===== config.mk =====
export PLATFORM = sky130hd
export DESIGN_NAME = yaw_aim_pd_slew_controller_unit
export DESIGN_NICKNAME = d
export VERILOG_FILES = /design/src/rtl/yaps_pkg.sv /design/src/rtl/yaps_front.sv /design/src/rtl/yaps_shape.sv /design/src/rtl/yaps_mode_ctl.sv /design/src/rtl/yaw_aim_pd_slew_controller_unit.sv
export SDC_FILE = /design/constraint.sdc
export NUM_CORES = 2
export LEC_CHECK = 0
export BUFFER_PORTS_ARGS = -buffer_cell sky130_fd_sc_hd__buf_2
export CAP_MARGIN = 0
export CORE_MARGIN = 2
export CORE_UTILIZATION = 42
export CTS_CLUSTER_DIAMETER = 30
export DETAILED_ROUTE_END_ITERATION = 16
export SKIP_CTS_REPAIR_TIMING = 1
export SLEW_MARGIN = 20
export SYNTH_ARGS = -nofsm -noshare
export SYNTH_HDL_FRONTEND = slang
export SYNTH_SLANG_ARGS = --single-unit

===== constraint.sdc =====
create_clock -name clk -period 12.6 [get_ports clk]
set_clock_uncertainty 0.05 [all_clocks]
set_input_delay 1.26 -clock clk [delete_from_list [all_inputs] [get_ports clk]]
set_output_delay 1.26 -clock clk [all_outputs]
set_load 0.01 [all_outputs]

===== src/rtl/yaps_pkg.sv =====
package yaps_pkg;

	localparam int PROD_W = 29;
	localparam int SUM_W  = 30;
	localparam int PD_W   = 17;
	localparam int CFG_DW = 15;

	localparam logic [14:0] ABORT_FLOOR = 15'd492;

	localparam logic [2:0] ACT_TICK  = 3'd0;
	localparam logic [2:0] ACT_START = 3'd1;
	localparam logic [2:0] ACT_STOP  = 3'd2;
	localparam logic [2:0] ACT_PHASE = 3'd3;
	localparam logic [2:0] ACT_ESTOP = 3'd4;

	localparam logic [1:0] MODE_STANDBY = 2'd0;
	localparam logic [1:0] MODE_ALIGN   = 2'd1;
	localparam logic [1:0] MODE_PREP    = 2'd2;

	localparam logic [1:0] PH_IDLE   = 2'd0;
	localparam logic [1:0] PH_FEED   = 2'd1;
	localparam logic [1:0] PH_RETURN = 2'd2;

	localparam logic [2:0] REG_PROP_GAIN  = 3'd0;
	localparam logic [2:0] REG_DAMP_GAIN  = 3'd1;
	localparam logic [2:0] REG_NEGATE     = 3'd2;
	localparam logic [2:0] REG_MIN_RATE   = 3'd3;
	localparam logic [2:0] REG_MAX_RATE   = 3'd4;
	localparam logic [2:0] REG_MAX_STEP   = 3'd5;
	localparam logic [2:0] REG_ALIGN_TOL  = 3'd6;
	localparam logic [2:0] REG_ALIGN_ONLY = 3'd7;

	typedef struct packed {
		logic [2:0]         action;
		logic signed [15:0] aim_err;
		logic signed [15:0] gyro_rate;
		logic               gyro_fresh;
		logic               target_locked;
		logic               target_visible;
		logic [1:0]         target_belt;
		logic               lock_granted;
		logic [1:0]         shot_phase;
		logic               estop_level;
	} in_item_t;

	typedef struct packed {
		logic [1:0]         mode;
		logic signed [15:0] turn_rate;
		logic               drive_valid;
		logic [1:0]         belt_level;
		logic               tracker_clear;
		logic               mode_changed;
	} out_item_t;

	typedef struct packed {
		logic [11:0] prop_gain;
		logic [11:0] damp_gain;
		logic        negate_command;
		logic [12:0] min_rate;
		logic [14:0] max_rate;
		logic [14:0] max_step;
		logic [12:0] align_tolerance;
		logic        align_only;
	} cfg_t;

	typedef struct packed {
		logic [2:0] action;
		logic       target_locked;
		logic       target_visible;
		logic [1:0] target_belt;
		logic       lock_granted;
		logic [1:0] shot_phase;
		logic       estop_level;
		logic       in_tol;
		logic       drift;
	} ctl_t;

	typedef struct packed {
		ctl_t                     ctl;
		logic                     gyro_fresh;
		logic signed [PROD_W-1:0] p_term;
		logic signed [PROD_W-1:0] d_term;
	} prod_t;

	typedef struct packed {
		ctl_t                   ctl;
		logic signed [PD_W-1:0] pd_rate;
	} rate_t;

endpackage


===== src/rtl/yaps_front.sv =====
module yaps_front import yaps_pkg::*; (
	input  logic     clk,
	input  logic     arst_n,
	input  cfg_t     cfg,
	input  logic     up_valid,
	output logic     up_ready,
	input  in_item_t up_data,
	output logic     dn_valid,
	input  logic     dn_ready,
	output prod_t    dn_data
);

	logic               v_s1;
	in_item_t           item_s1;
	logic signed [12:0] kp_s;
	logic signed [12:0] kd_s;
	logic signed [16:0] err_x;
	logic [16:0]        abs_err;
	logic [14:0]        tol3;
	logic [14:0]        lim;

	assign up_ready = !v_s1 || dn_ready;
	assign dn_valid = v_s1;

	always_ff @(posedge clk or negedge arst_n) begin
		if (!arst_n) begin
			v_s1 <= 1'b0;
		end else if (up_ready) begin
			v_s1 <= up_valid;
		end
	end

	always_ff @(posedge clk) begin
		if (up_valid && up_ready) begin
			item_s1 <= up_data;
		end
	end

	always_comb begin
		kp_s    = {1'b0, cfg.prop_gain};
		kd_s    = {1'b0, cfg.damp_gain};
		err_x   = {item_s1.aim_err[15], item_s1.aim_err};
		abs_err = err_x[16] ? 17'(-err_x) : 17'(err_x);
		tol3    = {2'b0, cfg.align_tolerance} + {1'b0, cfg.align_tolerance, 1'b0};
		lim     = (tol3 < ABORT_FLOOR) ? ABORT_FLOOR : tol3;

		dn_data.p_term             = PROD_W'(kp_s) * PROD_W'(item_s1.aim_err);
		dn_data.d_term             = PROD_W'(kd_s) * PROD_W'(item_s1.gyro_rate);
		dn_data.gyro_fresh         = item_s1.gyro_fresh;
		dn_data.ctl.action         = item_s1.action;
		dn_data.ctl.target_locked  = item_s1.target_locked;
		dn_data.ctl.target_visible = item_s1.target_visible;
		dn_data.ctl.target_belt    = item_s1.target_belt;
		dn_data.ctl.lock_granted   = item_s1.lock_granted;
		dn_data.ctl.shot_phase     = item_s1.shot_phase;
		dn_data.ctl.estop_level    = item_s1.estop_level;
		dn_data.ctl.in_tol         = abs_err < {4'b0, cfg.align_tolerance};
		dn_data.ctl.drift          = abs_err > {2'b0, lim};
	end

endmodule


===== src/rtl/yaps_shape.sv =====
module yaps_shape import yaps_pkg::*; (
	input  logic  clk,
	input  logic  arst_n,
	input  cfg_t  cfg,
	input  logic  up_valid,
	output logic  up_ready,
	input  prod_t up_data,
	output logic  dn_valid,
	input  logic  dn_ready,
	output rate_t dn_data
);

	logic                    v_s2;
	prod_t                   prod_s2;
	logic signed [SUM_W-1:0] p_x;
	logic signed [SUM_W-1:0] d_x;
	logic signed [SUM_W-1:0] sum_p;
	logic signed [SUM_W-1:0] sum;
	logic                    neg;
	logic [SUM_W-1:0]        mag;
	logic [SUM_W-1:0]        mag_r;
	logic [SUM_W-9:0]        mag_q;
	logic [SUM_W-9:0]        lifted;
	logic [14:0]             mag_c;
	logic signed [PD_W-1:0]  mag_s;

	assign up_ready = !v_s2 || dn_ready;
	assign dn_valid = v_s2;

	always_ff @(posedge clk or negedge arst_n) begin
		if (!arst_n) begin
			v_s2 <= 1'b0;
		end else if (up_ready) begin
			v_s2 <= up_valid;
		end
	end

	always_ff @(posedge clk) begin
		if (up_valid && up_ready) begin
			prod_s2 <= up_data;
		end
	end

	// sum, round half away from zero, then floor and ceiling on magnitude
	always_comb begin
		p_x    = {prod_s2.p_term[PROD_W-1], prod_s2.p_term};
		d_x    = {prod_s2.d_term[PROD_W-1], prod_s2.d_term};
		sum_p  = cfg.negate_command ? -p_x : p_x;
		sum    = prod_s2.gyro_fresh ? (sum_p - d_x) : sum_p;
		neg    = sum[SUM_W-1];
		mag    = neg ? SUM_W'(-sum) : SUM_W'(sum);
		mag_r  = mag + SUM_W'(128);
		mag_q  = mag_r[SUM_W-1:8];
		lifted = (mag_q < {9'b0, cfg.min_rate}) ? {9'b0, cfg.min_rate} : mag_q;
		mag_c  = (lifted > {7'b0, cfg.max_rate}) ? cfg.max_rate : lifted[14:0];
		mag_s  = {2'b0, mag_c};

		dn_data.ctl     = prod_s2.ctl;
		dn_data.pd_rate = neg ? -mag_s : mag_s;
	end

endmodule


===== src/rtl/yaps_mode_ctl.sv =====
module yaps_mode_ctl import yaps_pkg::*; (
	input  logic      clk,
	input  logic      arst_n,
	input  cfg_t      cfg,
	input  logic      up_valid,
	output logic      up_ready,
	input  rate_t     up_data,
	output logic      dn_valid,
	input  logic      dn_ready,
	output out_item_t dn_data
);

	logic               v_s3;
	rate_t              rate_s3;
	logic               res_valid_q;
	out_item_t          res_q;
	logic [1:0]         mode_q;
	logic signed [15:0] last_rate_q;
	logic [1:0]         prev_phase_q;
	logic               estop_q;
	logic               load;
	logic               fire;

	logic [1:0]         mode_n;
	logic signed [15:0] last_n;
	logic               estop_n;
	logic signed [15:0] rate_n;
	logic [1:0]         belt_n;
	logic               drive_n;
	logic               clear_n;
	logic [1:0]         belt_sel;
	logic signed [17:0] last_x;
	logic signed [17:0] hi;
	logic signed [17:0] lo;
	logic signed [17:0] r_x;
	logic signed [17:0] slewed;
	ctl_t               c;

	assign up_ready = !v_s3 || !res_valid_q || dn_ready;
	assign load     = up_valid && up_ready;
	assign fire     = v_s3 && (!res_valid_q || dn_ready);
	assign dn_valid = res_valid_q;
	assign dn_data  = res_q;

	always_ff @(posedge clk or negedge arst_n) begin
		if (!arst_n) begin
			v_s3 <= 1'b0;
		end else if (up_ready) begin
			v_s3 <= up_valid;
		end
	end

	always_ff @(posedge clk) begin
		if (load) begin
			rate_s3 <= up_data;
		end
	end

	// slew limit against the last command
	always_comb begin
		last_x = {{2{last_rate_q[15]}}, last_rate_q};
		hi     = last_x + {3'b0, cfg.max_step};
		lo     = last_x - {3'b0, cfg.max_step};
		r_x    = {rate_s3.pd_rate[PD_W-1], rate_s3.pd_rate};
		if (r_x > hi) begin
			slewed = hi;
		end else if (r_x < lo) begin
			slewed = lo;
		end else begin
			slewed = r_x;
		end
	end

	always_comb begin
		c        = rate_s3.ctl;
		mode_n   = mode_q;
		last_n   = last_rate_q;
		estop_n  = estop_q;
		rate_n   = '0;
		belt_n   = '0;
		drive_n  = 1'b0;
		clear_n  = 1'b0;
		belt_sel = cfg.align_only ? 2'd0 : c.target_belt;
		unique case (c.action)
			ACT_TICK: begin
				if (!estop_q) begin
					if (mode_q == MODE_STANDBY) begin
						last_n = '0;
					end else if (mode_q == MODE_ALIGN) begin
						if (!c.target_locked) begin
							mode_n = MODE_STANDBY;
						end else if (c.target_visible && c.in_tol) begin
							last_n = '0;
							mode_n = MODE_PREP;
							belt_n = belt_sel;
						end else begin
							rate_n = slewed[15:0];
							last_n = slewed[15:0];
						end
					end else if (mode_q == MODE_PREP) begin
						last_n = '0;
						belt_n = belt_sel;
						if (c.drift) begin
							mode_n = MODE_ALIGN;
						end
					end
				end
				drive_n = (mode_n != MODE_STANDBY);
			end
			ACT_START: begin
				if (mode_q == MODE_STANDBY && c.lock_granted) begin
					mode_n = MODE_ALIGN;
				end
			end
			ACT_STOP: begin
				if (mode_q != MODE_STANDBY) begin
					mode_n  = MODE_STANDBY;
					clear_n = 1'b1;
				end
			end
			ACT_PHASE: begin
				if ((mode_q == MODE_ALIGN || mode_q == MODE_PREP) &&
				    ((c.shot_phase == PH_RETURN && prev_phase_q == PH_FEED) ||
				     (c.shot_phase == PH_IDLE && prev_phase_q == PH_RETURN))) begin
					mode_n  = MODE_STANDBY;
					clear_n = 1'b1;
				end
			end
			ACT_ESTOP: begin
				estop_n = c.estop_level;
				if (c.estop_level) begin
					mode_n = MODE_STANDBY;
				end
			end
			default: begin
			end
		endcase
	end

	always_ff @(posedge clk or negedge arst_n) begin
		if (!arst_n) begin
			res_valid_q  <= 1'b0;
			mode_q       <= MODE_STANDBY;
			last_rate_q  <= '0;
			prev_phase_q <= PH_IDLE;
			estop_q      <= 1'b0;
		end else begin
			if (fire) begin
				res_valid_q <= 1'b1;
				mode_q      <= mode_n;
				last_rate_q <= last_n;
				estop_q     <= estop_n;
				if (c.action == ACT_PHASE) begin
					prev_phase_q <= c.shot_phase;
				end
			end else if (dn_ready) begin
				res_valid_q <= 1'b0;
			end
		end
	end

	always_ff @(posedge clk) begin
		if (fire) begin
			res_q.mode          <= mode_n;
			res_q.turn_rate     <= rate_n;
			res_q.drive_valid   <= drive_n;
			res_q.belt_level    <= belt_n;
			res_q.tracker_clear <= clear_n;
			res_q.mode_changed  <= (mode_n != mode_q);
		end
	end

endmodule


===== src/rtl/yaw_aim_pd_slew_controller_unit.sv =====
// Yaw aiming controller: standby, aligning and preparing modes with a PD turn
// rate that is floored, clamped and slew limited on ticks while aligning. One
// item is taken per clock while res_ready is high and yields exactly one
// result; the item passes through the input register, gain multiplies, rate
// shaping, then mode and slew update into the result register. The mode,
// last command, shot phase and emergency stop state change only in the last
// stage, so items may follow each other in consecutive cycles. Registers are
// written through cfg_wen/cfg_idx/cfg_wdata and should change only while no
// item is in flight.
module yaw_aim_pd_slew_controller_unit import yaps_pkg::*; (
	input  logic              clk,
	input  logic              arst_n,
	input  logic              item_valid,
	output logic              item_ready,
	input  in_item_t          item,
	output logic              res_valid,
	input  logic              res_ready,
	output out_item_t         res,
	input  logic              cfg_wen,
	input  logic [2:0]        cfg_idx,
	input  logic [CFG_DW-1:0] cfg_wdata
);

	cfg_t  cfg_q;
	logic  prod_valid;
	logic  prod_ready;
	prod_t prod;
	logic  rate_valid;
	logic  rate_ready;
	rate_t rate;

	always_ff @(posedge clk or negedge arst_n) begin
		if (!arst_n) begin
			cfg_q.prop_gain       <= 12'd282;
			cfg_q.damp_gain       <= 12'd90;
			cfg_q.negate_command  <= 1'b1;
			cfg_q.min_rate        <= 13'd123;
			cfg_q.max_rate        <= 15'd2048;
			cfg_q.max_step        <= 15'd246;
			cfg_q.align_tolerance <= 13'd66;
			cfg_q.align_only      <= 1'b0;
		end else if (cfg_wen) begin
			unique case (cfg_idx)
				REG_PROP_GAIN:  cfg_q.prop_gain       <= cfg_wdata[11:0];
				REG_DAMP_GAIN:  cfg_q.damp_gain       <= cfg_wdata[11:0];
				REG_NEGATE:     cfg_q.negate_command  <= cfg_wdata[0];
				REG_MIN_RATE:   cfg_q.min_rate        <= cfg_wdata[12:0];
				REG_MAX_RATE:   cfg_q.max_rate        <= cfg_wdata[14:0];
				REG_MAX_STEP:   cfg_q.max_step        <= cfg_wdata[14:0];
				REG_ALIGN_TOL:  cfg_q.align_tolerance <= cfg_wdata[12:0];
				REG_ALIGN_ONLY: cfg_q.align_only      <= cfg_wdata[0];
				default: begin
				end
			endcase
		end
	end

	yaps_front u_front (
		.clk      (clk),
		.arst_n   (arst_n),
		.cfg      (cfg_q),
		.up_valid (item_valid),
		.up_ready (item_ready),
		.up_data  (item),
		.dn_valid (prod_valid),
		.dn_ready (prod_ready),
		.dn_data  (prod)
	);

	yaps_shape u_shape (
		.clk      (clk),
		.arst_n   (arst_n),
		.cfg      (cfg_q),
		.up_valid (prod_valid),
		.up_ready (prod_ready),
		.up_data  (prod),
		.dn_valid (rate_valid),
		.dn_ready (rate_ready),
		.dn_data  (rate)
	);

	yaps_mode_ctl u_mode_ctl (
		.clk      (clk),
		.arst_n   (arst_n),
		.cfg      (cfg_q),
		.up_valid (rate_valid),
		.up_ready (rate_ready),
		.up_data  (rate),
		.dn_valid (res_valid),
		.dn_ready (res_ready),
		.dn_data  (res)
	);

endmodule

==> results.cfg <==
[synthesis]
synth_warnings = 0
synth_area_mm2 = 0.0336
synth_cell_types = 104
synth_seq_area_share_pct = 23.2
async_reset_ff_share_pct = 38.8
syn_nets = 4255
avgSynthCellArea_um2 = 9.52
netlist_instances = 3526
yosys.area.top_type_share_pct = 21.5
synth_flop_cell = edfxtp_1
yosys.area.top_type = fa_1
synth_edf_count = 169
synth_area_leaders = fa_1 21%, edfxtp_1 15%, ha_1 11%
ys_ff_latch = 276

[sta]
tightest_slew_ps = 1020
slew_viol_final = 0
setup_violations = 0
timing.final.crit_share_pct = 93.8
fin_tns_setup_ps = 0
fin_crit_ps = 11810
max_freq_mhz = 84.6
relSlewSlack_pct = 32.0
hold_viol = 0
rsz0062_at_grt = false

[final_layout]
final_cell_mix = 558 x inv_1, 360 x fa_1, 299 x ha_1
area_growth_syn_to_layout_pct = 11.4
drive_above_1_share_pct = 11.6
num-nets-final = 4319
insertedDiodeCount = 0
layout.cells.most_common = inv_1
n_fill_cell = 7495

[setup_path]
start_kind = register
crit_start = u_shape.p_x[2]$_DFFE_PP_
critPathMaxStageDelay_ps = 590
worstReg2RegStart = u_shape.p_x[2]$_DFFE_PP_
cp.buffers_inverters = 4
path_class = reg2reg
critPathSlowestCell = or4_1
end_kind = register
crit_top_cell = o21a_1
worstPathRequired_ps = 12920
crit_family = compound AO/OA/AOI/OAI gates
crit_arrival_ps = 12140
path_max_fanout = 11

[global_routing]
grt_max_degree = 67
grt_pass1_wl_um = 141000
grt_antenna_before_repair = 4
grt_pass1_vias = 25727
grt_overflow = 0
track_usage_pct = 21.7

[run]
cap_violations = 0

[floorplan]
start_util_pct = 42.5
die_w_um = 287
coreArea_mm2 = 0.0790
die_h_um = 287
num_rows = 103
dieArea_mm2 = 0.0822
ios = 92

[drt]
via_per_inst = 5.34
vias = 25037
drc = 0
dr.pass1.iters = 5
avgRoutedWirePerCell_um = 18.7
drt-initial-drc-count = 1643
ant_nets = 0
wl_um = 87600

[clock_network]
cts_buffers = 60
cts_max_level = 2
cts_tree = yes
cts-root-buf = clkbuf_16
clk_pin_slew_ps = 50
cts.sinks = 276
clock_latency_ps = 630
clockBufferDepth = 3

[hold_path]
hp-start = u_shape.dn_data[28]$_DFFE_PP_
hold_class = reg2reg

[place]
gp_congestion = 0.940
dp_hpwl_um = 68500
io_buffers = 91

[run_status]
status = finished clean
[registers in the layout, indices dropped and copies added, names as in the netlist, 12 cells and up]
name,flops
u_mode_ctl.r_x,17
u_mode_ctl.dn_data,23
u_shape.dn_data,13
u_shape.p_x,29
u_front.err_x,16
u_front.item_s1,16
cfg_q,82
u_front.dn_data,12
u_mode_ctl.last_rate_q,16
u_shape.d_x,29
u_mode_ctl.c,13
[layout make-up]
class | instances | area, um^2 | area share [%]
Multi-Input combinational cell | 2566 | 23300 | 62.3
Sequential cell | 276 | 7780 | 20.8
Inverter | 560 | 2100 | 5.62
Clock buffer | 73 | 1630 | 4.36
Tap cell | 1050 | 1310 | 3.51
Timing Repair Buffer | 126 | 721 | 1.93
Clock inverter | 41 | 542 | 1.45
[per-stage QoR]
stage / hold slack (ps) / setup slack [ps] / util, % / area (um^2) / std cells
final: 358 / 786 / 47.3 / 37400 / 4692
after global routing: 375 / 4.58 / 47.3 / 37400 / 4692
after CTS: 361 / 258 / 47.2 / 37300 / 4685
after detailed placement: 355 / 315 / 44.4 / 35100 / 4571
after global placement: 350 / 534 / 44.4 / 35100 / 4571
after floorplan: 350 / 0.441 / - / 33600 / 3526
[Yosys cell counts, types with 7 or more instances]
master / number
a22o_1: 9
xnor2_1: 138
o21ai_1: 9
nand4_1: 30
nor2b_1: 37
o21ai_0: 121
dfrtp_1: 83
mux2_2: 90
a211o_1: 8
clkbuf_1: 110
and3_1: 18
nor2_1: 133
nand3_1: 45
and2_1: 236
a211oi_1: 15
edfxtp_1: 169
or2_2: 14
a2111oi_0: 9
fa_1: 360
ha_1: 302
or3_1: 23
nor3_1: 54
inv_1: 558
o41ai_1: 9
mux2i_1: 30
nor4_1: 14
a21oi_1: 162
dfstp_2: 24
or4_1: 15
nand2_1: 294
o31ai_1: 17
o21bai_1: 36
and4_1: 10
a31oi_1: 27
nor3b_1: 8
o211ai_1: 12
o21a_1: 35
o2111ai_1: 12
buf_2: 7
a21o_1: 44
nand2b_1: 35
xor2_1: 44
[per-layer routing]
metal  wire, um  vias to the layer above  GRT usage, %
met5          0                        -             0
li1           -                    11934             -
met2      42000                      585          36.7
met3       4290                       90          3.01
met4       1570                        0          4.69
met1      39800                    12428          29.6
[path summary, 6_finish.rpt]
check                                                 endpoint  slack [ps]  cells after the start
worst max register to register    u_mode_ctl.r_x[14]$_DFFE_PP_         790                     59
max in group asynchronous                cfg_q[34]$_DFFE_PN0P_       10460                      2
min in group asynchronous       u_mode_ctl.estop_q$_DFFE_PN0P_         700                      1
worst min-delay path                u_mode_ctl.c[11]$_DFFE_PP_         360                      0
worst max-delay path              u_mode_ctl.r_x[14]$_DFFE_PP_         790                     59
worst min register to register      u_mode_ctl.c[11]$_DFFE_PP_         360                      0
[cells by family (layout without fill, tap and decap cells)]
logic type | after synthesis | in the layout | synth area share, %
multiplexers | 122 | 122 | 4.02
flip-flops | 276 | 276 | 23.2
buffers and inverters | 684 | 800 | 7.76
AND/OR/NAND/NOR | 998 | 998 | 15.6
XOR/XNOR | 183 | 183 | 4.80
adder cells (fa/ha/maj) | 662 | 662 | 32.7
AO/OA/AOI/OAI | 601 | 601 | 11.9
Power is not shown: default switching activity piles up to over one toggle a cycle in this logic, so the estimate is an artifact.
